$ cat config.mk
export PLATFORM = sky130hd
export DESIGN_NAME = murmur2_word_hash
export DESIGN_NICKNAME = d
export VERILOG_FILES = /design/src/hdl/mwh_pkg.sv /design/src/hdl/mwh_front.sv /design/src/hdl/mwh_queue.sv /design/src/hdl/mwh_back.sv /design/src/hdl/murmur2_word_hash.sv
export SDC_FILE = /design/constraint.sdc
export NUM_CORES = 2
export LEC_CHECK = 0
export ABC_AREA = 1
export ABC_CLOCK_PERIOD_IN_PS = 7600
export BUFFER_PORTS_ARGS = -buffer_cell sky130_fd_sc_hd__buf_2
export CORE_MARGIN = 5
export CORE_UTILIZATION = 60
export DETAILED_ROUTE_END_ITERATION = 6
export GPL_ROUTABILITY_DRIVEN = 0
export HOLD_SLACK_MARGIN = 0.05
export PLACE_DENSITY = 0.8
export SLEW_MARGIN = 10
export SYNTH_ARGS = -nofsm -noshare
export SYNTH_HDL_FRONTEND = slang
export SYNTH_SLANG_ARGS = --single-unit
$ cat constraint.sdc
create_clock -name clk -period 7.6 [get_ports clk]
set_clock_uncertainty 0.1 [all_clocks]
set_input_delay 1.14 -clock clk [delete_from_list [all_inputs] [get_ports clk]]
set_output_delay 1.14 -clock clk [all_outputs]
set_load 0.01 [all_outputs]
$ cat src/hdl/mwh_pkg.sv
// ----------------------------------------------------------------------------
// mwh_pkg
// Shared constants, codes and the queue entry type for the word hash.
// ----------------------------------------------------------------------------
package mwh_pkg;

  localparam logic [31:0] MIX_MULT      = 32'h5bd1_e995;
  localparam int          WORD_SHIFT    = 24;
  localparam int          FINAL_SHIFT_A = 13;
  localparam int          FINAL_SHIFT_B = 15;

  localparam int QDEPTH = 4;
  localparam int QPTR_W = 2;
  localparam int QCNT_W = 3;
  localparam int OCC_W  = 4;

  localparam logic [1:0] KIND_NONE = 2'd0;
  localparam logic [1:0] KIND_TAIL = 2'd1;
  localparam logic [1:0] KIND_FULL = 2'd2;

  typedef struct packed {
    logic [1:0]  kind;
    logic [31:0] kval;
    logic        first;
    logic        last;
    logic [30:0] len;
  } mwh_entry_t;

endpackage

$ cat src/hdl/mwh_front.sv
// ----------------------------------------------------------------------------
// mwh_front
// Accept words, classify them and premix full words in two stages.
// ----------------------------------------------------------------------------
module mwh_front
  import mwh_pkg::*;
(
  input  logic              clk,
  input  logic              rst_n,
  input  logic              in_valid,
  output logic              in_ready,
  input  logic [31:0]       in_key_word,
  input  logic [2:0]        in_valid_bytes,
  input  logic              in_last_word,
  input  logic [30:0]       in_key_len,
  input  logic [QCNT_W-1:0] q_count,
  output logic              push,
  output mwh_entry_t        push_entry
);

  logic        a_v_r;
  logic [1:0]  a_kind_r;
  logic [31:0] a_k_r;
  logic        a_first_r;
  logic        a_last_r;
  logic [30:0] a_len_r;
  logic        b_v_r;
  mwh_entry_t  b_entry_r;
  logic        first_r;

  logic [1:0]     a_kind_nxt;
  logic [31:0]    a_k_nxt;
  logic [31:0]    b_mix;
  logic [31:0]    b_k_nxt;
  logic [OCC_W-1:0] occ;
  logic           accept;

  assign occ = OCC_W'(q_count) + OCC_W'(a_v_r) + OCC_W'(b_v_r);
  assign in_ready = (occ < OCC_W'(QDEPTH));
  assign accept = in_valid && in_ready;

  always_comb begin
    case (in_valid_bytes) inside
      3'd0: begin
        a_kind_nxt = KIND_NONE;
        a_k_nxt    = 32'd0;
      end
      3'd1: begin
        a_kind_nxt = KIND_TAIL;
        a_k_nxt    = {24'd0, in_key_word[7:0]};
      end
      3'd2: begin
        a_kind_nxt = KIND_TAIL;
        a_k_nxt    = {16'd0, in_key_word[15:0]};
      end
      3'd3: begin
        a_kind_nxt = KIND_TAIL;
        a_k_nxt    = {8'd0, in_key_word[23:0]};
      end
      default: begin
        a_kind_nxt = KIND_FULL;
        a_k_nxt    = in_key_word * MIX_MULT;
      end
    endcase
  end

  assign b_mix   = a_k_r ^ (a_k_r >> WORD_SHIFT);
  assign b_k_nxt = (a_kind_r == KIND_FULL) ? b_mix * MIX_MULT : a_k_r;

  always_ff @(posedge clk) begin
    if (!rst_n) begin
      a_v_r   <= 1'b0;
      b_v_r   <= 1'b0;
      first_r <= 1'b1;
    end else begin
      a_v_r <= accept;
      b_v_r <= a_v_r;
      if (accept) begin
        first_r <= in_last_word;
      end
    end
  end

  always_ff @(posedge clk) begin
    if (accept) begin
      a_kind_r  <= a_kind_nxt;
      a_k_r     <= a_k_nxt;
      a_first_r <= first_r;
      a_last_r  <= in_last_word;
      a_len_r   <= in_key_len;
    end
    if (a_v_r) begin
      b_entry_r.kind  <= a_kind_r;
      b_entry_r.kval  <= b_k_nxt;
      b_entry_r.first <= a_first_r;
      b_entry_r.last  <= a_last_r;
      b_entry_r.len   <= a_len_r;
    end
  end

  assign push       = b_v_r;
  assign push_entry = b_entry_r;

endmodule

$ cat src/hdl/mwh_queue.sv
// ----------------------------------------------------------------------------
// mwh_queue
// Short first-in first-out queue between the front and back parts.
// ----------------------------------------------------------------------------
module mwh_queue
  import mwh_pkg::*;
(
  input  logic              clk,
  input  logic              rst_n,
  input  logic              push,
  input  mwh_entry_t        push_entry,
  input  logic              pop,
  output mwh_entry_t        head_entry,
  output logic [QCNT_W-1:0] count
);

  mwh_entry_t        slot_r [QDEPTH];
  logic [QPTR_W-1:0] wr_ptr_r;
  logic [QPTR_W-1:0] rd_ptr_r;
  logic [QCNT_W-1:0] count_r;

  always_ff @(posedge clk) begin
    if (!rst_n) begin
      wr_ptr_r <= '0;
      rd_ptr_r <= '0;
      count_r  <= '0;
    end else begin
      if (push) begin
        wr_ptr_r <= wr_ptr_r + 1'b1;
      end
      if (pop) begin
        rd_ptr_r <= rd_ptr_r + 1'b1;
      end
      if (push && !pop) begin
        count_r <= count_r + 1'b1;
      end else if (pop && !push) begin
        count_r <= count_r - 1'b1;
      end
    end
  end

  always_ff @(posedge clk) begin
    if (push) begin
      slot_r[wr_ptr_r] <= push_entry;
    end
  end

  assign head_entry = slot_r[rd_ptr_r];
  assign count      = count_r;

  a_no_overflow: assert property (@(posedge clk) disable iff (!rst_n)
    push && !pop |-> count_r < QCNT_W'(QDEPTH))
    else $error("queue overflow");

  a_no_underflow: assert property (@(posedge clk) disable iff (!rst_n)
    pop |-> count_r != '0)
    else $error("queue underflow");

  a_count_hold: assert property (@(posedge clk) disable iff (!rst_n)
    push == pop |=> $stable(count_r))
    else $error("queue count moved without net traffic");

endmodule

$ cat src/hdl/mwh_back.sv
// ----------------------------------------------------------------------------
// mwh_back
// Fold queued words into the running hash, run the avalanche, hold result.
// ----------------------------------------------------------------------------
module mwh_back
  import mwh_pkg::*;
(
  input  logic              clk,
  input  logic              rst_n,
  input  logic              cfg_wr_en,
  input  logic [31:0]       cfg_wr_data,
  input  mwh_entry_t        head_entry,
  input  logic [QCNT_W-1:0] q_count,
  output logic              pop,
  output logic              out_valid,
  input  logic              out_ready,
  output logic [31:0]       out_digest
);

  logic [31:0] seed_r;
  logic [31:0] run_hash_r;
  logic        av_v_r;
  logic [31:0] av_h_r;
  logic        out_v_r;
  logic [31:0] out_h_r;

  logic [31:0] h_start;
  logic [31:0] h_nxt;
  logic [31:0] av_mix;
  logic [31:0] av_prod;
  logic        out_load;
  logic        av_free;

  assign out_load = av_v_r && (!out_v_r || out_ready);
  assign av_free  = !av_v_r || out_load;
  assign pop      = (q_count != '0) && (!head_entry.last || av_free);

  assign h_start = head_entry.first ? (seed_r ^ {1'b0, head_entry.len}) : run_hash_r;

  always_comb begin
    case (head_entry.kind)
      KIND_FULL: h_nxt = (h_start * MIX_MULT) ^ head_entry.kval;
      KIND_TAIL: h_nxt = (h_start ^ head_entry.kval) * MIX_MULT;
      default:   h_nxt = h_start;
    endcase
  end

  assign av_mix  = av_h_r ^ (av_h_r >> FINAL_SHIFT_A);
  assign av_prod = av_mix * MIX_MULT;

  always_ff @(posedge clk) begin
    if (!rst_n) begin
      seed_r     <= '0;
      run_hash_r <= '0;
      av_v_r     <= 1'b0;
      out_v_r    <= 1'b0;
    end else begin
      if (cfg_wr_en) begin
        seed_r <= cfg_wr_data;
      end
      if (pop) begin
        run_hash_r <= h_nxt;
      end
      if (pop && head_entry.last) begin
        av_v_r <= 1'b1;
      end else if (out_load) begin
        av_v_r <= 1'b0;
      end
      if (out_load) begin
        out_v_r <= 1'b1;
      end else if (out_ready) begin
        out_v_r <= 1'b0;
      end
    end
  end

  always_ff @(posedge clk) begin
    if (pop && head_entry.last) begin
      av_h_r <= h_nxt;
    end
    if (out_load) begin
      out_h_r <= av_prod ^ (av_prod >> FINAL_SHIFT_B);
    end
  end

  assign out_valid  = out_v_r;
  assign out_digest = out_h_r;

  a_av_no_drop: assert property (@(posedge clk) disable iff (!rst_n)
    av_v_r && !out_load |=> av_v_r && $stable(av_h_r))
    else $error("avalanche stage lost a hash");

  a_last_pop_room: assert property (@(posedge clk) disable iff (!rst_n)
    pop && head_entry.last |-> av_free)
    else $error("last word popped with avalanche stage busy");

  a_out_from_av: assert property (@(posedge clk) disable iff (!rst_n)
    $rose(out_v_r) |-> $past(av_v_r))
    else $error("result appeared without an avalanche hash");

endmodule

$ cat src/hdl/murmur2_word_hash.sv
// ----------------------------------------------------------------------------
// murmur2_word_hash
// Streaming 32-bit MurmurHash2 over little-endian key words.
// ----------------------------------------------------------------------------
//  channel  direction  handshake             payload
//  in       input      in_valid / in_ready   key_word, valid_bytes, last_word,
//                                            key_len
//  out      output     out_valid / out_ready digest
//  cfg      input      cfg_wr_en             cfg_wr_data (seed)
//
//  One word per cycle sustained while the output keeps up; the single 32-bit
//  multiply per word in the back part's hash recurrence sets that figure.
//  The last word passes the two front stages, the queue, the avalanche
//  register and the output register before out_valid rises.
//  Reset clears the queue, the running hash, the seed and the output.
//  The four-entry queue lets a stalled output hold the back part while the
//  front keeps taking words until the queue fills.
// ----------------------------------------------------------------------------
module murmur2_word_hash
  import mwh_pkg::*;
(
  input  logic        clk,
  input  logic        rst_n,
  input  logic        cfg_wr_en,
  input  logic [31:0] cfg_wr_data,
  input  logic        in_valid,
  output logic        in_ready,
  input  logic [31:0] in_key_word,
  input  logic [2:0]  in_valid_bytes,
  input  logic        in_last_word,
  input  logic [30:0] in_key_len,
  output logic        out_valid,
  input  logic        out_ready,
  output logic [31:0] out_digest
);

  logic              push;
  mwh_entry_t        push_entry;
  logic              pop;
  mwh_entry_t        head_entry;
  logic [QCNT_W-1:0] q_count;

  mwh_front u_front (
    .clk            (clk),
    .rst_n          (rst_n),
    .in_valid       (in_valid),
    .in_ready       (in_ready),
    .in_key_word    (in_key_word),
    .in_valid_bytes (in_valid_bytes),
    .in_last_word   (in_last_word),
    .in_key_len     (in_key_len),
    .q_count        (q_count),
    .push           (push),
    .push_entry     (push_entry)
  );

  mwh_queue u_queue (
    .clk        (clk),
    .rst_n      (rst_n),
    .push       (push),
    .push_entry (push_entry),
    .pop        (pop),
    .head_entry (head_entry),
    .count      (q_count)
  );

  mwh_back u_back (
    .clk         (clk),
    .rst_n       (rst_n),
    .cfg_wr_en   (cfg_wr_en),
    .cfg_wr_data (cfg_wr_data),
    .head_entry  (head_entry),
    .q_count     (q_count),
    .pop         (pop),
    .out_valid   (out_valid),
    .out_ready   (out_ready),
    .out_digest  (out_digest)
  );

endmodule

# Word-level counts from Yosys, hierarchy flattened

Memories as Yosys holds them, arrays and structs flattened. A register that Yosys moved wholly into a read port is not among the register bits.
Cells that the tools add are included.

Bits in registers: 274
Memory bits (writable): 268
Input port bits: 104
Word-level logic and storage cells: 92
Memories: 1

$add $sub $neg: 6
$mul: 5
Order comparisons: 1
Equal/unequal tests: 6
Multiplexer cells: 19
Bitwise logic cells: 6
Reductions and logical operators: 22

Memory list:

| memory         | depth | width | read ports | clocked after Yosys merged registers in | wr ports | RTL line        | source |
|---|---|---|---|---|---|---|---|
| u_queue.slot_r | 4     | 67    | 1          | 1                                       | 1        | mwh_queue.sv:17 | `mwh_entry_t slot_r [QDEPTH];` |

Operators by type and width:

| cell                   | number |
|---|---|
| $mul 32x31->32 const B | 5 |
| $mux 32                | 2 |
| $pmux 32 s2            | 1 |
| $xor 32x32->32         | 2 |
| $xor 32x17->32         | 1 |
| $xor 32x19->32         | 1 |
| $xor 32x31->32         | 1 |
| $xor 32x8->32          | 1 |
| $mux 24                | 1 |
| $mux 16                | 1 |
| $mux 1                 | 8 |
| $mux 8                 | 1 |
| $eq 3x2->1 const B     | 2 |
| $logic_and 1x1->1      | 6 |
| $mux 2                 | 3 |
| $mux 3                 | 2 |
| $reduce_bool 2->1      | 3 |
| $logic_not 1->1        | 5 |
| $add 2x1->2 const B    | 2 |
| $add 3x1->4            | 1 |
| $add 4x1->4            | 1 |
| $eq 2x2->1 const B     | 2 |
| $lt 4x3->1 const B     | 1 |
| $reduce_or 4->1        | 1 |
| other kinds (9)        | 11 |

# Depth between registers and ports, before layout

Word-level depth: 9
Depth in mapped cells: 47

# Hierarchy

A second synthesis with hierarchy kept.

Cells, all modules: 7289
Area, all modules: 68190.4 um2

By module, submodules not included:

| module    | instances | cells each | area each (um2) |
|---|---|---|---|
| mwh_back  | 1         | 4008       | 34063.9 |
| mwh_front | 1         | 2577       | 23755.3 |
| mwh_queue | 1         | 704        | 10371.2 |

# Worst setup path before layout

OpenSTA, ideal clock, no wires.

Path type: reg2reg
Start: reg (tool-made name)
End: reg u_back.av_h_r[29], data pin
Setup time: 0.259 ns
Arrival: 7.570 ns
Required time: 7.241 ns
Path slack: -0.329 ns
Cell stages (with the launch flop): 37
Path buffers: 5
Clock period less this slack: 7.929 ns
Cell sequence: dfxtp_1 inv_2 buf_6 buf_6 buf_4 buf_2 buf_2 nand2_1 a32oi_1 xnor2_1 nand2_1 o21ai_0 xor2_1 ha_1 ha_1 inv_1 fa_1 fa_1 inv_1 fa_1 fa_1 fa_1 inv_1 fa_1 inv_1 ha_1 nand2_1 nor4_1 nand3_1 nand3_1 nand3_1 nand2_1 a31oi_1 nor2_1 o21ai_0 o21ai_0 inv_1

RTL lines:

| item                   | RTL line       | source |
|---|---|---|
| end signal: assignment | mwh_back.sv:79 | `av_h_r <= h_nxt;` |
| end: declaration       | mwh_back.sv:23 | `logic [31:0] av_h_r;` |

==> metrics.cfg <==
[global_routing]
grt_start_max_net_pins=68
grt_pass1_vias=54810
antenna_found_initial=10
grtUsageTotal_pct=34.01
grt_overflow=0
grt_first_pass_wirelength_microns=305100

[drt]
wl_met3_microns=23330
met1Wirelength_microns=69840
firstDrtPassIters=7
vias=51500
met2_length_microns=91040
routedWlPerCell_microns=22.46
wl_microns=202100
drc=16
highest_layer=met5
routed_via_density=5.724
drt_iter0_drc=5760
ant_nets=0

[worst_setup_path]
worst-path-buf-inv=11
critPathLaunchType=register
crit_required_ps=7930
path_max_fanout=11
arrival_ps=8320
critPathCaptureType=register
r2r_slack_ps=-390
critical_path_depth=35
path_class=register to register
worstRegToRegCells=35
timing.critical_path.max_delay_family=adder cells
cpPeakStageDelay_ps=590
crit_slowest_cell=fa_1

[min_path]
hp-class=register to register
min_delay_path_depth=0
holdCritStartpoint=u_front.a_len_r[19]

[place]
placed_cells=8841
dp_hpwl_microns=161500
placed_area_sq_um=72590
numPortBuffers=137

[yosys]
synth-seq-area-share_pct=23.37
synth-edff-count=466
postSynthAreaPerCell_sq_um=9.783
synth-seq-cells=544
netlist_instances=6804
syn_area_sq_um=66560
async_flop_share_pct=0
syn_nets=8843
synth-warning-count=0
synth_flop_cell=edfxtp_1
synth.distinct_cells=69

[timing]
fmax_mhz=125.1
maxSlewViolCount=0
worst_slew_pin_slew_ps=1428
slew_headroom_pct=3.774
min_period_ps=7991
rsz0062_at_grt=yes
hold_viol_final=0
fin_ws_ps=-390.6
setup_viol=28
period_share_pct=105.1

[layout]
stdcell_area_sq_um=76390
final_layout_size_suffix_gt1_share_pct=14.81
final_common_cell=inv_1
final_cell_mix=1890 x inv_1, 1031 x ha_1, 873 x fa_1, 724 x nand2_1, 517 x buf_4
fin_nets=9496
finalNonFillerCells=8998
syn_to_final_growth_pct=14.77

[clock_network]
cts_buffers=56
clkTransAtPathRegs_ps=70
hold_buffers=0
h-tree-depth=2
clkLatencyLatePin_ps=680
clockBufferDepth=3
cts.sinks=544
cts_tree=done
ctsRootBufferMaster=clkbuf_16

[outcome]
status=finished, violations left
violations=DRC, setup timing

[floorplan]
io_pins=138
initial_core_util_pct=60.31
core_sq_um=110400
std_cell_rows=122
chipHeight_microns=343.1
die_w_microns=343.1
die_area_sq_um=117700

[job]
cap_violations=0

==> repair_timing <==
item	CTS	global route
cloned	1	1
buffers inserted	29	17
hold endpoints to repair	0	0
resized for setup	158	145
pin swaps	56	64
endpoints found under the setup margin	28	45
==> layer usage <==
layer,vias to the layer above,GRT usage (%)
met5,-,0
met4,10,22.79
met3,1054,8.068
met2,3224,54.44
met1,24790,41.15
li1,22430,-
==> Yosys cell counts, types with 20 or more instances <==
library cell	count	area (sq um)
or2_2	23	143.9
a31oi_1	20	125.1
clkbuf_1	43	161.4
inv_1	1909	7166
xnor2_1	179	1568
a21oi_1	262	1311
a32o_1	20	200.2
fa_1	880	17620
edfxtp_1	466	13990
nand2_1	763	2864
o22ai_1	21	131.4
nor2_1	234	878.3
xor2_1	160	1401
o21ai_0	237	1186
dfxtp_1	78	1562
ha_1	1055	13200
nand3_1	166	830.8
==> state kept, by name (all words and copies together) (netlist names), 3 cells and up, named ones only <==
signal              cells
u_back.out_digest      32
u_front.push_entry     67
u_queue.slot_r        268
u_back.run_hash_r      32
u_back.av_h_r          32
u_back.seed_r          32
u_front.a_k_r          32
u_front.a_len_r        31
u_queue.count           3
==> final cells by class <==
cell class,instances,area (sq um)
multi-input cells,4238,44560
fillers,7302,33970
flip-flops and latches,544,15560
inverters,1927,7262
repair buffers,690,5160
well taps,1488,1862
clock buffers,65,1465
clock inverters,39,498.0
diodes,7,17.52
==> final timing paths <==
path,to
setup / recovery,u_back.av_h_r[30]
hold / removal,u_front.push_entry[19]
hold reg to reg,u_front.push_entry[19]
setup reg to reg,u_back.av_h_r[30]
==> logic make-up (layout without fill, tap and decap cells) <==
kind of cell	Yosys count	in the layout	share of synthesized area [%]
buffers and inverters	2022	2721	11.74
XOR/XNOR	347	347	4.673
other	0	7	0
adder cells (fa/ha/maj)	1935	1935	46.30
AO/OA/AOI/OAI	676	676	5.844
AND/OR/NAND/NOR	1280	1280	8.079
flip-flops	544	544	23.37
==> per-stage QoR <==
stage          TNS, ps  hold WS (ps)  setup WS, ps  utilization [%]
2_1_floorplan   -1.086         300.3        -1.086                -
3_3_place_gp     -2634         301.4        -341.1            65.77
5_1_grt         -11990         334.1        -609.9            69.21
3_5_place_dp     -7836         304.5        -552.6            65.77
6_report         -5608         307.5        -390.6            69.22
4_1_cts         -761.0         316.4        -147.5            68.45
==> worst reg2reg max path: cells and delay by family (launching register included) <==
kind | cells | cell delay (ps)
buf+inv | 11 | 1100
xor+xnor | 2 | 500
fa+ha+maj | 9 | 4210
compound gates | 1 | 80
simple gates | 12 | 1370
flops | 1 | 410
Power is not shown: default switching activity piles up to over one toggle a cycle in this logic, so the estimate is an artifact.
